===== src/sv/bsm_pkg.sv =====
// bsm_pkg: shared types and constants of the backing store map table
`timescale 1ns / 1ps
`default_nettype none

package bsm_pkg;

   // field widths fixed by the item format
   localparam int MODE_W = 2;
   localparam int PID_W  = 5;
   localparam int SI_W   = 3;
   localparam int BASE_W = 20;
   localparam int CNT_W  = 9;
   localparam int ADDR_W = 32;
   localparam int OFF_W  = 8;

   // request codes
   typedef enum logic [MODE_W-1:0] {
      MODE_ALLOC  = 2'd0,
      MODE_FREE   = 2'd1,
      MODE_MAP    = 2'd2,
      MODE_LOOKUP = 2'd3
   } mode_type;

   // result status codes
   localparam logic STATUS_OK  = 1'b0;
   localparam logic STATUS_ERR = 1'b1;

   // sequencer states
   typedef enum logic {
      ST_IDLE = 1'b0,
      ST_EXEC = 1'b1
   } state_type;

   // outcome of the window search
   typedef struct packed {
      logic             hit;
      logic [SI_W-1:0]  store;
      logic [OFF_W-1:0] offset;
   } match_type;

endpackage

`default_nettype wire


===== src/sv/bsm_match.sv =====
// bsm_match: parallel window compare over all stores and lowest-index pick
`timescale 1ns / 1ps
`default_nettype none

module bsm_match #(
   parameter int STORES = 8,
   parameter int PAGE_W = 20
) (
   input  logic [STORES*bsm_pkg::BASE_W-1:0] base_row,
   input  logic [STORES-1:0]                 use_bit,
   input  logic [bsm_pkg::CNT_W-1:0]         pages [STORES],
   input  logic [PAGE_W-1:0]                 page,
   output bsm_pkg::match_type                result
);

   import bsm_pkg::*;

   // wide enough for the page number and for base plus count
   localparam int CMP_W = (PAGE_W > BASE_W + 1) ? PAGE_W : BASE_W + 1;

   logic [STORES-1:0] hit;
   logic [OFF_W-1:0]  offset [STORES];
   logic [CMP_W-1:0]  page_ext;

   assign page_ext = CMP_W'(page);

   // one window compare per store
   for (genvar s = 0; s < STORES; s++) begin : g_store
      logic [CMP_W-1:0] start;
      logic [CMP_W-1:0] stop;
      logic [CMP_W-1:0] diff;

      assign start     = CMP_W'(base_row[s*BASE_W +: BASE_W]);
      assign stop      = start + CMP_W'(pages[s]);
      assign diff      = page_ext - start;
      assign hit[s]    = use_bit[s] && (page_ext >= start) && (page_ext < stop);
      assign offset[s] = diff[OFF_W-1:0];
   end

   // lowest-numbered hit wins
   always_comb begin
      result = '0;
      for (int s = STORES - 1; s >= 0; s--) begin
         if (hit[s]) begin
            result.hit    = 1'b1;
            result.store  = SI_W'(s);
            result.offset = offset[s];
         end
      end
   end

endmodule

`default_nettype wire


===== config.mk =====
export PLATFORM = sky130hd
export DESIGN_NAME = bsm_match
export DESIGN_NICKNAME = d
export VERILOG_FILES = /design/src/sv/bsm_pkg.sv /design/src/sv/bsm_match.sv
export SDC_FILE = /design/constraint.sdc
export NUM_CORES = 1
export LEC_CHECK = 0
export BUFFER_PORTS_ARGS = -buffer_cell sky130_fd_sc_hd__buf_2
export CAP_MARGIN = 25
export CORE_UTILIZATION = 30
export DETAILED_ROUTE_END_ITERATION = 8
export SYNTH_ARGS = -nofsm -noshare
export SYNTH_HDL_FRONTEND = slang
export SYNTH_SLANG_ARGS = --single-unit

===== constraint.sdc =====
create_clock -name vclk -period 15.2
set_input_delay 3.04 -clock vclk [all_inputs]
set_output_delay 3.04 -clock vclk [all_outputs]
set_load 0.01 [all_outputs]

==> Word level (Yosys, flattened, before mapping) <==
Cells that the tools add are included.
W data, S select, Z words.
{ "word_totals": {"regBits": 0, "input_bits": 260, "out_inout_bits": 12, "elab_cells": 56} }
{ "classes": {"addsub": 16, "n_reduce_logical": 16, "muxes": 8, "n_lt_le_gt_ge": 16} }
{ "ops": {"columns": ["op", "count"], "rows": [
  ["$add A20 B9 Y21", 8],
  ["$lt A20 B21 Y1", 8],
  ["$ge A20 B20 Y1", 8],
  ["$mux W12", 8],
  ["$sub A8 B8 Y8", 8],
  ["$logic_and A1 B1 Y1", 16]
]} }

==> Logic depth before layout (Yosys ltp) <==
{ "logic_depth": {"word_depth": 11, "mapped_depth": 23, "ltp_nobuf": 22} }

==> Least setup slack after synthesis <==
Ideal clock, no wire load.
{ "synth_timing": {"kind": "input -> output", "start": "input port base_row[121] (netlist bit)", "end": "output port result[0] (netlist bit)", "required_ps": 12160, "n_path_buf": 1, "path_stages": 22, "arrival_time_ps": 7017, "setup_slack_ps": 5143, "cell_sequence": "ha_1 > a21o_1 > a21oi_1 > o21bai_1 > a21oi_1 > o21bai_1 > a21oi_1 > o311a_1 > nor2_1 > xnor2_1 > ha_1 > and2_0 > a221o_1 > a211oi_1 > o211ai_1 > a311oi_2 > buf_2 > nor2b_1 > nor3_1 > o22ai_1 > nor3_1 > o31ai_1"} }
{ "synth_lines": {"columns": ["element", "line", "text"], "rows": [
  ["start, declared", "bsm_match.sv:9", "input logic [STORES*bsm_pkg::BASE_W-1:0] base_row,"],
  ["end, declared", "bsm_match.sv:13", "output bsm_pkg::match_type result"]
]} }

==> reports/metrics.csv <==
stage;metric;value;unit
worst_setup_path;Worst EP required;12.16;ns
placement;RePlAce Congestion;0.890;
finish;Finished Layout Cells;2648;
routing;Wirelength per Cell;18.2;um
global_route;vias in the first global route;13900;
finish;Area Overhead vs Synth;15.8;%
synthesis;Syn Inst Count;1794;
synthesis;share of the yosys chip area belonging to registers;0;
global_route;first-pass GRT wire length;74300;um
global_route;GRT met2 Usage;0.370;
power;Clock power frac;0;
routing;post-route ant nets;0;
floorplanning;die area;45100;sq um
clocking;cts hold-fix bufs;0;
worst_hold_path;min-delay src;base_row[60];
global_route;largest net degree at the start of global routing;22;
routing;initial DRC count;847;
power;VDD IR max;23.1;uV
sta;max-slew violations;0;
finish;layout cells sized above 1;0.145;
worst_setup_path;Crit Path Max Fanout;12;
sta;Final period util;0.765;
synthesis;Mapped Area;13300;sq um
routing;routed wire length;48200;um
sta;unrepaired setup endpoints after global routing;false;
finish;FILL cells;4683;
routing;drt drc;0;
worst_setup_path;Setup crit start;base_row[21];
worst_hold_path;hold crit path type;input port to primary output;
synthesis;yosys warns;0;
finish;Nets;2724;
sta;Slew @ Worst Pin;1.00;ns
sta;max frequency;86.0;MHz
finish;register area;0;sq um
routing;vias;13900;
power;Pint;254;uW
worst_setup_path;critical path type;input port to primary output;
synthesis;syn avg cell area;7.40;sq um
placement;IO buf count;272;
worst_setup_path;Worst Setup Start Kind;input port;
floorplanning;die height;212;um
finish;clk_buf instances;0;
placement;DP Cell Count;2647;
placement;DP HPWL;40100;um
worst_hold_path;Worst Hold Endpoint;result[0];
global_route;grt met3 use;0.00827;
sta;final setup fails;0;
floorplanning;Placement Rows;76;
power;switching fraction of total power;0.578;
floorplanning;Core ar.;43400;sq um
routing;DR vias/cell;5.26;
sta;setup TNS;0;ns
global_route;initial antenna violation count;2;
power;Power, Total;602;uW
power;Seq pwr share;0;
sta;Fin. Hold Viols;0;
worst_hold_path;hold path cells;5;
run;maxcap violations;0;
worst_setup_path;Worst EP arrival;8.59;ns
finish;commonest non-fill, non-tap cell in the layout;ha_1;
power;switching power;348;uW
power;Combinational Power Share;1.000;
clocking;Resized Gates After CTS;0;
floorplanning;I/O Pins;272;
finish;most frequent cells in the layout;384 x ha_1, 272 x buf_2, 216 x inv_1;
global_route;met1 GRT Util;0.287;
global_route;GRT Total Usage;0.210;
finish;num sequential;0;
global_route;grt peak-use layer;met2;
synthesis;library cells used by synthesis;77;
power;PD cells;39.2;nW/um^2
worst_setup_path;crit end category;primary output;
synthesis;Post-Syn Nets;2454;
finish;area of the multi-input gates;12400;sq um
floorplanning;Die Width;212;um
status;status;complete, no violations;
global_route;Overflow after GRT;0;
power;P_leak;0.00778;uW
routing;Pre-antenna DRT Iters;8;
floorplanning;Initial Util;0.306;
clocking;Post-CTS Setup Bufs;0;
sta;relative slew slack;0.313;
sta;Period minus WS final;11.63;ns
-- routing by layer --
layer | part of all wire | vias to the layer above
li1 | - | 7133
met1 | 0.48 | 6421
met2 | 0.47 | 333
met3 | 0.039 | 49
met4 | 0.017 | 2
met5 | 0.00017 | -
-- power groups by stage --
stage	sequential, uW	clock, uW	combinational (uW)
floorplan	0	0	396
global placement	0	0	583
detailed placement	0	0	598
CTS	0	0	603
global route	0	0.00000879	681
finish	0	0.00000881	602
-- worst max-delay path: stages --
cell       delay, ns
buf_2           0.14
ha_1            0.29
a21o_1          0.16
a21oi_1         0.22
o21bai_1        0.09
a21oi_1         0.25
o21bai_1        0.09
a21oi_1         0.22
o21bai_1        0.10
a21oi_1         0.47
nor3b_1         0.12
xnor2_1         0.16
ha_1            0.30
and4_1          0.20
nand3_1         0.13
nor4_1          0.30
a2111oi_0       0.14
a211oi_1        0.25
a211oi_1        0.10
buf_4           0.21
or2_2           0.32
a2111oi_0       0.86
o22a_1          0.27
buf_2           0.16
-- synthesized netlist by cell type (28+ instances only) --
master,n,area share
ha_1,384,0.36
nor2b_1,28,0.013
a21oi_1,158,0.060
nor3_1,43,0.016
a21o_1,59,0.033
inv_1,216,0.061
nand4_1,37,0.017
nand2_1,97,0.027
nor2_1,109,0.031
o21ai_0,98,0.037
xnor2_1,141,0.093
xor2_1,31,0.020
o21bai_1,28,0.016
nand3_1,55,0.021
-- worst max-delay path by stage --
stage	endpoint	slack, ns	depth (start not counted)
after floorplan	result[0]	5.14	22
after CTS	result[4]	3.74	24
final	result[4]	3.57	24
after global placement	result[4]	3.82	21
after global routing	result[4]	3.32	24
after detailed placement	result[4]	3.74	24
-- area by class of cell --
type,count,area share
Antenna cell,1,0.000163
Inverter,222,0.0543
Multi-Input combinational cell,1563,0.807
Tap cell,585,0.0476
Timing Repair Buffer,277,0.0911
-- logic make-up after synthesis --
logic type	after synthesis	synth area share
muxes	3	0.00236
AOI/OAI and AO/OA	531	0.260
and+or+nand+nor	457	0.172
xor gates and xnor gates	172	0.114
buffers and inverters	231	0.0660
adders and majority gates	400	0.386
-- per-stage QoR --
| step | instance area, sq um | hold slack, ns | setup WS [ns] | util |
|---|---|---|---|---|
| CTS | 15400 | 6.69 | 3.74 | 0.354 |
| floorplan | 13300 | 6.41 | 5.14 | - |
| global placement | 15400 | 6.68 | 3.82 | 0.354 |
| detailed placement | 15400 | 6.69 | 3.74 | 0.354 |
| finish | 15400 | 6.69 | 3.57 | 0.354 |
| global route | 15400 | 6.73 | 3.32 | 0.354 |
No activity file was read; power rests on OpenSTA's default activity.
